===== src/jeo_pkg.sv =====
// Shared constants and controller/datapath interface types for the Josephus elimination block.
package jeo_pkg;

  localparam int MAX_PEOPLE = 64;
  localparam int IDX_W = $clog2(MAX_PEOPLE);
  localparam int CNT_W = $clog2(MAX_PEOPLE + 1);

  localparam int COUNT_W = 7;
  localparam int STEP_W = 8;
  localparam int PERSON_W = 7;
  localparam int S_TDATA_W = 16;
  localparam int M_TDATA_W = 8;

  typedef struct packed {
    logic load;
    logic init_wr;
    logic rd_pos;
    logic hop_step;
    logic hop_end;
    logic unlink;
    logic emit_surv;
  } cmd_t;

  typedef struct packed {
    logic n_is_one;
    logic init_done;
    logic hop_zero;
    logic left_gt2;
    logic out_free;
  } sts_t;

endpackage


===== src/josephus_elimination_order.sv =====
// Top level of the Josephus elimination order block.
// A request of n people and step k first builds the table, then walks the ring for each
// removal, then emits the survivor. The walk is paced by the single successor table read
// port, one pointer hop per cycle.
// One request is worked at a time; the next is accepted once the survivor is registered.
// Reset clears the controller and the output valid; the successor table is not cleared.
module josephus_elimination_order (
  input  logic                            clk,
  input  logic                            rst,
  input  logic                            s_tvalid,
  output logic                            s_tready,
  // Fields from bit 0: people_count[6:0], step_size[14:7], zero pad[15].
  input  logic [jeo_pkg::S_TDATA_W-1:0]   s_tdata,
  output logic                            m_tvalid,
  input  logic                            m_tready,
  // Fields from bit 0: removed_person[6:0], zero pad[7].
  output logic [jeo_pkg::M_TDATA_W-1:0]   m_tdata,
  output logic                            m_tlast
);

  jeo_pkg::cmd_t                 cmd;
  jeo_pkg::sts_t                 sts;
  logic [jeo_pkg::PERSON_W-1:0]  out_person;

  jeo_controller u_ctrl (
    .clk      (clk),
    .rst      (rst),
    .in_valid (s_tvalid),
    .in_ready (s_tready),
    .sts      (sts),
    .cmd      (cmd)
  );

  jeo_datapath u_dp (
    .clk          (clk),
    .rst          (rst),
    .cmd          (cmd),
    .sts          (sts),
    .people_count (s_tdata[jeo_pkg::COUNT_W-1:0]),
    .step_size    (s_tdata[jeo_pkg::COUNT_W +: jeo_pkg::STEP_W]),
    .out_valid    (m_tvalid),
    .out_ready    (m_tready),
    .out_person   (out_person),
    .out_last     (m_tlast)
  );

  assign m_tdata = jeo_pkg::M_TDATA_W'(out_person);

endmodule


===== src/jeo_datapath.sv =====
// Datapath: successor table, walker registers and the output word register.
module jeo_datapath (
  input  logic                           clk,
  input  logic                           rst,
  input  jeo_pkg::cmd_t                  cmd,
  output jeo_pkg::sts_t                  sts,
  input  logic [jeo_pkg::COUNT_W-1:0]    people_count,
  input  logic [jeo_pkg::STEP_W-1:0]     step_size,
  output logic                           out_valid,
  input  logic                           out_ready,
  output logic [jeo_pkg::PERSON_W-1:0]   out_person,
  output logic                           out_last
);

  logic [jeo_pkg::IDX_W-1:0]  mem [jeo_pkg::MAX_PEOPLE];
  logic [jeo_pkg::IDX_W-1:0]  rd_data;
  logic [jeo_pkg::IDX_W-1:0]  rd_addr;
  logic                       rd_en;
  logic                       wr_en;
  logic [jeo_pkg::IDX_W-1:0]  wr_addr;
  logic [jeo_pkg::IDX_W-1:0]  wr_data;

  logic [jeo_pkg::IDX_W-1:0]  pos;
  logic [jeo_pkg::IDX_W-1:0]  last_idx;
  logic [jeo_pkg::IDX_W-1:0]  init_idx;
  logic [jeo_pkg::IDX_W-1:0]  victim;
  logic [jeo_pkg::CNT_W-1:0]  left;
  logic [jeo_pkg::STEP_W-1:0] step_hops;
  logic [jeo_pkg::STEP_W-1:0] hop_cnt;

  logic [jeo_pkg::CNT_W-1:0]  n_load;
  logic [jeo_pkg::STEP_W-1:0] hops_load;

  always_comb begin
    if (people_count == '0) begin
      n_load = jeo_pkg::CNT_W'(1);
    end else if (32'(people_count) > 32'(jeo_pkg::MAX_PEOPLE)) begin
      n_load = jeo_pkg::CNT_W'(jeo_pkg::MAX_PEOPLE);
    end else begin
      n_load = jeo_pkg::CNT_W'(people_count);
    end
    hops_load = (step_size == '0) ? '0 : step_size - jeo_pkg::STEP_W'(1);
  end

  always_comb begin
    rd_en   = cmd.rd_pos | cmd.hop_step | cmd.hop_end;
    rd_addr = cmd.rd_pos ? pos : rd_data;
    wr_en   = cmd.init_wr | cmd.unlink;
    if (cmd.init_wr) begin
      wr_addr = init_idx;
      wr_data = (init_idx == last_idx) ? '0 : init_idx + jeo_pkg::IDX_W'(1);
    end else begin
      wr_addr = pos;
      wr_data = rd_data;
    end
  end

  always_ff @(posedge clk) begin
    if (wr_en) begin
      mem[wr_addr] <= wr_data;
    end
    if (rd_en) begin
      rd_data <= mem[rd_addr];
    end
  end

  always_ff @(posedge clk) begin
    if (cmd.load) begin
      last_idx  <= jeo_pkg::IDX_W'(n_load - jeo_pkg::CNT_W'(1));
      pos       <= jeo_pkg::IDX_W'(n_load - jeo_pkg::CNT_W'(1));
      left      <= n_load;
      init_idx  <= '0;
      step_hops <= hops_load;
    end
    if (cmd.init_wr) begin
      init_idx <= init_idx + jeo_pkg::IDX_W'(1);
    end
    if (cmd.rd_pos) begin
      hop_cnt <= step_hops;
    end
    if (cmd.hop_step) begin
      pos     <= rd_data;
      hop_cnt <= hop_cnt - jeo_pkg::STEP_W'(1);
    end
    if (cmd.hop_end) begin
      victim <= rd_data;
    end
    if (cmd.unlink) begin
      left <= left - jeo_pkg::CNT_W'(1);
    end
  end

  always_ff @(posedge clk) begin
    if (rst) begin
      out_valid <= 1'b0;
    end else if (cmd.unlink || cmd.emit_surv) begin
      out_valid <= 1'b1;
    end else if (out_ready) begin
      out_valid <= 1'b0;
    end
  end

  always_ff @(posedge clk) begin
    if (cmd.unlink) begin
      out_person <= jeo_pkg::PERSON_W'({1'b0, victim} + (jeo_pkg::IDX_W + 1)'(1));
      out_last   <= 1'b0;
    end else if (cmd.emit_surv) begin
      out_person <= jeo_pkg::PERSON_W'({1'b0, pos} + (jeo_pkg::IDX_W + 1)'(1));
      out_last   <= 1'b1;
    end
  end

  always_comb begin
    sts.n_is_one  = (last_idx == '0);
    sts.init_done = (init_idx == last_idx);
    sts.hop_zero  = (hop_cnt == '0);
    sts.left_gt2  = (left > jeo_pkg::CNT_W'(2));
    sts.out_free  = ~out_valid | out_ready;
  end

endmodule


===== src/jeo_controller.sv =====
// Controller state machine that sequences table build, walking and result emission.
module jeo_controller (
  input  logic          clk,
  input  logic          rst,
  input  logic          in_valid,
  output logic          in_ready,
  input  jeo_pkg::sts_t sts,
  output jeo_pkg::cmd_t cmd
);

  typedef enum logic [5:0] {
    ST_IDLE = 6'b000001,
    ST_INIT = 6'b000010,
    ST_READ = 6'b000100,
    ST_HOP  = 6'b001000,
    ST_EMIT = 6'b010000,
    ST_SURV = 6'b100000
  } state_t;

  state_t state;
  state_t state_next;

  always_ff @(posedge clk) begin
    if (rst) begin
      state <= ST_IDLE;
    end else begin
      state <= state_next;
    end
  end

  always_comb begin
    state_next = state;
    cmd        = '0;
    in_ready   = 1'b0;
    unique case (state)
      ST_IDLE: begin
        in_ready = 1'b1;
        if (in_valid) begin
          cmd.load   = 1'b1;
          state_next = ST_INIT;
        end
      end
      ST_INIT: begin
        cmd.init_wr = 1'b1;
        if (sts.init_done) begin
          state_next = sts.n_is_one ? ST_SURV : ST_READ;
        end
      end
      ST_READ: begin
        cmd.rd_pos = 1'b1;
        state_next = ST_HOP;
      end
      ST_HOP: begin
        if (sts.hop_zero) begin
          cmd.hop_end = 1'b1;
          state_next  = ST_EMIT;
        end else begin
          cmd.hop_step = 1'b1;
        end
      end
      ST_EMIT: begin
        if (sts.out_free) begin
          cmd.unlink = 1'b1;
          state_next = sts.left_gt2 ? ST_READ : ST_SURV;
        end
      end
      ST_SURV: begin
        if (sts.out_free) begin
          cmd.emit_surv = 1'b1;
          state_next    = ST_IDLE;
        end
      end
      default: begin
        state_next = ST_IDLE;
      end
    endcase
  end

endmodule

===== config.mk =====
export PLATFORM = sky130hd
export DESIGN_NAME = josephus_elimination_order
export DESIGN_NICKNAME = d
export VERILOG_FILES = /design/src/jeo_pkg.sv /design/src/josephus_elimination_order.sv /design/src/jeo_datapath.sv /design/src/jeo_controller.sv
export SDC_FILE = /design/constraint.sdc
export NUM_CORES = 1
export LEC_CHECK = 0
export BUFFER_PORTS_ARGS = -buffer_cell sky130_fd_sc_hd__buf_2
export CELL_PAD_IN_SITES_DETAIL_PLACEMENT = 1
export CELL_PAD_IN_SITES_GLOBAL_PLACEMENT = 1
export CORE_MARGIN = 2
export CORE_UTILIZATION = 45
export CTS_CLUSTER_DIAMETER = 200
export CTS_CLUSTER_SIZE = 12
export DETAILED_ROUTE_END_ITERATION = 10
export PLACE_DENSITY = 0.73
export SKIP_LAST_GASP = 1
export SLEW_MARGIN = 20
export SYNTH_ARGS = -nofsm -noshare
export SYNTH_HDL_FRONTEND = slang
export SYNTH_SLANG_ARGS = --single-unit

===== constraint.sdc =====
create_clock -name clk -period 5.59 [get_ports clk]
set_input_delay 0.559 -clock clk [delete_from_list [all_inputs] [get_ports clk]]
set_output_delay 0.559 -clock clk [all_outputs]
set_load 0.05 [all_outputs]

Word level (Yosys, flattened, before mapping)
Memories as Yosys holds them, arrays and structs flattened. A register that Yosys moved wholly into a read port is not among the register bits.
Cells that the tools add are included.
- bits of input ports: 20
- memory bits (writable): 384
- bits in latches: 0
- memories: 1
- word-level logic and storage cells: 89
- register bits: 62
- output and inout port bits: 11
- memory bits (read-only): 0
- memories (name ; depth ; width ; rd ports ; clocked after Yosys merged registers in ; wr ports ; line ; source):
    u_dp.mem ; 64 ; 6 ; 1 ; 1 ; 1 ; jeo_datapath.sv:15 ; logic [jeo_pkg::IDX_W-1:0] mem [jeo_pkg::MAX_PEOPLE];
- $add $sub $neg: 7
- $lt $le $gt $ge: 2
- eq/ne operators: 12
- bitwise gates (word level): 5
- shift operators: 0
- divide/modulo/power cells: 0
- $mul: 0
- multiplexer cells: 39
- reduce and logical (&&, ||, !) cells: 12
- operators by type and width (cell ; number):
    two-way mux 6 bit ; 15
    two-way mux 7 bit ; 6
    case mux 6 bit (6 select lines) ; 1
    logical NOT 8 bit ; 2
    two-way mux 8 bit ; 2
    subtractor 8 x 1 -> 8 bit, second input constant ; 2
    adder 6 x 1 -> 7 bit, second input constant ; 2
    two-way mux 1 bit ; 14
    nonzero test 2 bit ; 6
    != test 2 bit, second input constant ; 5
    > comparator 7 x 2 -> 1 bit, second input constant ; 1
    > comparator 7 bit, second input constant ; 1
    logical NOT 7 bit ; 1
    subtractor 7 x 1 -> 7 bit, second input constant ; 1
    adder 6 x 1 -> 6 bit, second input constant ; 1
    equality test 6 x 1 -> 1 bit, second input constant ; 1
    equality test 6 x 2 -> 1 bit, second input constant ; 1
    equality test 6 x 3 -> 1 bit, second input constant ; 1
    equality test 6 x 4 -> 1 bit, second input constant ; 1
    equality test 6 x 5 -> 1 bit, second input constant ; 1
    equality test 6 bit ; 1
    equality test 6 bit, second input constant ; 1
    logical NOT 6 bit ; 1
    subtractor 6 x 1 -> 6 bit, second input constant ; 1
    5 further kinds ; 8

Depth between registers and ports, before layout
- depth after elaboration: 7
- depth in mapped cells: 11
- depth with buffers taken out: 8

Cells and area by module
A second synthesis with hierarchy kept.
- cell total of the unflattened synthesis: 1935
- area, all modules: 22101.2 um2
- modules (own cells, without submodules) (module ; area each (um2) ; instances ; seq. area each (um2) ; cells each):
    jeo_datapath ; 21647.0 ; 1 ; 13372.8 ; 1881
    jeo_controller ; 442.9 ; 1 ; 120.1 ; 52
    josephus_elimination_order ; 11.3 ; 1 ; 0.0 ; 2

Worst setup path after synthesis
Ideal clock, no wire load.
- path kind: reg-to-reg
- start: register u_ctrl.state[4]
- end: memory u_dp.mem[0][2] (netlist name) (data pin)
- slack: 2.650 ns
- arrival: 2.574 ns
- stages on the path, launching flop included: 8
- library setup time: 0.366 ns
- buffers on the path: 4
- required time: 5.224 ns
- clock period less this slack: 2.940 ns
- cell sequence: dfxtp_1 clkbuf_1 nor4_2 buf_2 nand3b_1 clkbuf_1 clkbuf_1 a22o_1
- cells in the longest elaborated chain, start to end: 3
- RTL lines (element ; line ; source):
    from (decl) ; jeo_controller.sv:20 ; state_t state;
    from (signal assigned) ; jeo_controller.sv:27 ; state <= state_next;
    equality test 6 x 2 -> 1 bit ; jeo_controller.sv:35 ; unique case (state)
    two-way mux 1 bit ; jeo_controller.sv:35 ;
    two-way mux 6 bit ; jeo_datapath.sv:49 ; if (cmd.init_wr) begin
    named net u_dp.wr_data (one bit) ; jeo_datapath.sv:21 ; logic [jeo_pkg::IDX_W-1:0] wr_data;
    to (decl) ; jeo_datapath.sv:15 ;
The timed path passes the listed nets, and every way through them passes these cells.

Worst setup path in the final report
- start: register u_ctrl.state[5]
- end: memory u_dp.mem[54][5] (netlist name), enable pin
- cells in the longest elaborated chain, start to end: 5
- elaborated cells on any way between the ends: 8
- those cells by class: 2 x eq/ne; 5 x mux; 1 x bitwise
- RTL lines (element ; line ; source):
    equality test 6 x 2 -> 1 bit / equality test 6 x 5 -> 1 bit (equally long branches) ; jeo_controller.sv:35 ;
    two-way mux 1 bit ; jeo_controller.sv:35 ;
    OR 1 bit ; jeo_datapath.sv:48 ; wr_en = cmd.init_wr | cmd.unlink;
    two-way mux 1 bit ; jeo_datapath.sv:59 ; if (wr_en) begin
    two-way mux 1 bit (not written as such) ; jeo_datapath.sv:60 ; mem[wr_addr] <= wr_data;
Several ways; a longest one is shown, not always the timed one.

==> key figures <==
Clock tree
  – Clock buffer count from CTS: 43
  – CTS Buffer Depth: 3
  – Clk slew on worst S/H paths: 0.06 ns
  – CTS tree: yes
  – Worst-Skew Late Latency: 0.57 ns
  – Postcts setup bufs: 0
  – CTS Hold Bufs: 0
  – Clk root buf: clkbuf_16
  – Post-cts resize count: 0
  – H-tree levels: 2
  – Sink Count: 452

STA
  – Unrepaired setup endpoints after global routing: false
  – Final setup vio count: 0
  – Max-slew headroom: 0.314
  – Fin Clk Skew: 0.0181 ns
  – Tcrit/Tclk final: 0.727
  – Tmin final: 4.06 ns
  – Max-slew violations: 0
  – Tightest Pin Transition: 1.03 ns
  – Setup TNS: 0 ns
  – Max Fclk: 246 MHz
  – Fin. Hold Viols: 0

GRT
  – Vias in the first global route: 12.8k
  – Initial antenna violation count: 0
  – Largest net degree at the start of global routing: 65
  – All-layer global routing usage: 0.242
  – Global route total overflow: 0
  – First-pass GRT wire length: 80600 um

Synthesis
  – Top-count cell post-synth: edfxtp_1
  – Seq cells post-synth: 452
  – Yosys top cell by area: edfxtp_1
  – Area contributors post-synth: edfxtp_1 (69%), nand2_1 (4.1%), mux2i_1 (3.0%)
  – Synth unique cells: 75
  – Post-synth top cells: edfxtp_1 (444), nand2_1 (209), nor2_1 (106), a211oi_1 (66), mux2i_1 (57)
  – Synth async-reset ratio: 0
  – Post-synth EDFFs: 444
  – Mean Syn Cell Area: 13.5 sq um
  – Post-synth top area share: 0.689
  – Yosys warnings: 0
  – Synth Flop Type: edfxtp_1
  – Syn Inst Count: 1432
  – Syn_nets: 1460
  – Sequential fraction of the synthesis area: 0.698
  – Post-Syn Area: 19300 sq um

Final layout
  – Util after Layout: 0.504
  – Share of layout cells above drive strength 1: 0.0955
  – Filler cell count: 4146
  – Layout net count: 1476
  – Layout area overhead: 9.72%
  – Inserted Diodes: 0

Critical path
  – Slowest CP cell: nor2_1
  – Buf/Inv on CP: 2
  – Crit path DAT: 4.25 ns
  – Crit path kind: flop to flop
  – Critical Path RT: 5.77 ns
  – Largest fanout on the critical path: 19
  – Largest stage delay on the critical path: 0.81 ns
  – CP delay by family, top: simple AND/OR/NAND/NOR gates
  – Critical Path, Cell by Cell: nor4_2 > buf_4 > nand3b_1 > buf_4 > nor2_1 > a21o_1 > nand2_1 > nor2_1
  – Worst Setup End Kind: flop
  – Setup crit start kind: flop

Die
  – Die Span X: 211 um
  – I/O Pins: 31
  – DIE AREA: 44600 sq um
  – Area of the core: 42100 sq um
  – Placement Rows: 75
  – Initial core utilization: 0.459
  – Die height: 211 um

Route
  – # DRC: 0
  – Final WL: 53400 um
  – Via count: 12.5k
  – DR vias/cell: 6.28
  – WL/cell: 26.8 um
  – DR pass1 iterations: 5
  – Starting DRT DRC Count: 1199
  – DRT antenna net count: 0

Pwr
  – Leak Pwr: 0.00700 uW
  – PwrDens: 350 nW/um^2
  – Worst ir drop on vdd: 0.000234 V

Place
  – Port bufs: 28
  – Dpl hpwl: 34200 um
  – Final GP Congestion: 0.826

Job
  – Max-cap violations: 0

Status
  – Status: finished clean

Min path
  – Hold WC Path Type: input port to flop
==> registers in the layout, indices dropped and copies added, names as in the netlist, 6 cells and up <==
signal and count:
u_dp.mem 384, u_dp.hop_cnt 8, u_dp.step_hops 8, u_dp.left 7, u_dp.out_person 7, u_ctrl.state 6, u_dp.init_idx 6, u_dp.last_idx 6
u_dp.pos 6, u_dp.rd_data 6, u_dp.victim 6
==> stage by stage <==
step | cells | hold WS, ns | setup slack, ns | cell area, sq um | total power [uW]
floorplan | 1432 | 0.424 | 2.65 | 19300 | 4580
global placement | 1942 | 0.492 | 1.49 | 20100 | 4830
detailed placement | 1942 | 0.507 | 1.69 | 20100 | 4870
CTS | 1994 | 0.252 | 1.65 | 21200 | 7450
global route | 1994 | 0.267 | 1.43 | 21200 | 7620
finish | 1994 | 0.271 | 1.53 | 21200 | 7420
==> layer usage <==
| metal | GRT usage | vias to the layer above | wire [um] |
|---|---|---|---|
| met2 | 0.399 | 432 | 25800 |
| met3 | 0.0423 | 115 | 3490 |
| li1 | - | 5528 | - |
| met4 | 0.0974 | 0 | 2020 |
| met5 | 0 | - | 0 |
| met1 | 0.321 | 6438 | 22000 |
==> layout by cell type (no fill, tap or decap), types with 5 or more instances in the layout <==
cell type / synthesis / final
and3_1: 50 / 50
nand3b_1: 5 / 5
clkbuf_16: 0 / 43
a2111oi_2: 5 / 5
clkbuf_1: 53 / 7
nor4_1: 7 / 7
a21o_1: 9 / 9
o2111ai_1: 6 / 6
a311oi_1: 26 / 26
a221oi_1: 6 / 6
inv_1: 20 / 20
ha_1: 8 / 8
dfxtp_1: 8 / 8
a31oi_1: 25 / 24
a21oi_1: 38 / 38
o21ai_0: 25 / 25
mux2i_1: 57 / 57
and2_1: 5 / 5
o31ai_1: 7 / 7
mux2_2: 5 / 5
nor2_1: 106 / 106
nand2_1: 209 / 208
buf_4: 3 / 24
nor3b_1: 8 / 8
nor2b_1: 8 / 8
xor2_1: 11 / 11
o221ai_1: 19 / 19
nand3_1: 34 / 34
nor3_1: 17 / 17
xnor2_1: 18 / 18
edfxtp_1: 444 / 444
nand2b_1: 12 / 12
o21ai_2: 5 / 5
a211oi_1: 66 / 66
buf_2: 24 / 28
a32oi_1: 5 / 5
a2111oi_0: 8 / 6
==> final cells by class <==
class                   instances  area (sq um)  share of cell area
clock inverters                 2          38.8             0.00183
flip-flops and latches        452         13500               0.636
well taps                     539           674              0.0318
multi-input cells             875          5430               0.256
inverters                      20          75.1             0.00354
clock buffers                  50          1100              0.0520
repair buffers                 56           400              0.0189
==> where the power goes <==
| part | internal, uW | switching (uW) | leakage (uW) | total, uW |
|---|---|---|---|---|
| sequential | 3940 | 106 | 0.00407 | 4050 |
| clock | 1420 | 1190 | 0.000557 | 2610 |
| combinational | 202 | 559 | 0.00237 | 761 |
==> worst paths after layout <==
kind	startpoint	depth (start not counted)	slack, ns	endpoint
setup reg to reg	u_ctrl.state[5]$_SDFFE_PP0P_	8	1.53	u_dp.mem[54][5]$_DFFE_PP_
setup / recovery	u_ctrl.state[5]$_SDFFE_PP0P_	8	1.53	u_dp.mem[54][5]$_DFFE_PP_
hold / removal	rst	2	0.27	u_dp.out_valid$_SDFFE_PP0P_
hold reg to reg	u_dp.out_last$_SDFFE_PN0P_	2	0.51	u_dp.out_last$_SDFFE_PN0P_
==> logic make-up after synthesis <==
group,Yosys count,synth area share
simple gates,483,0.115
flops,452,0.698
xor+xnor,29,0.0131
buf+inv,105,0.0233
mux,62,0.0324
compound gates,292,0.113
fa+ha+maj,8,0.00518
other cells,1,0.000194
Power figures use the tool's default switching activity.
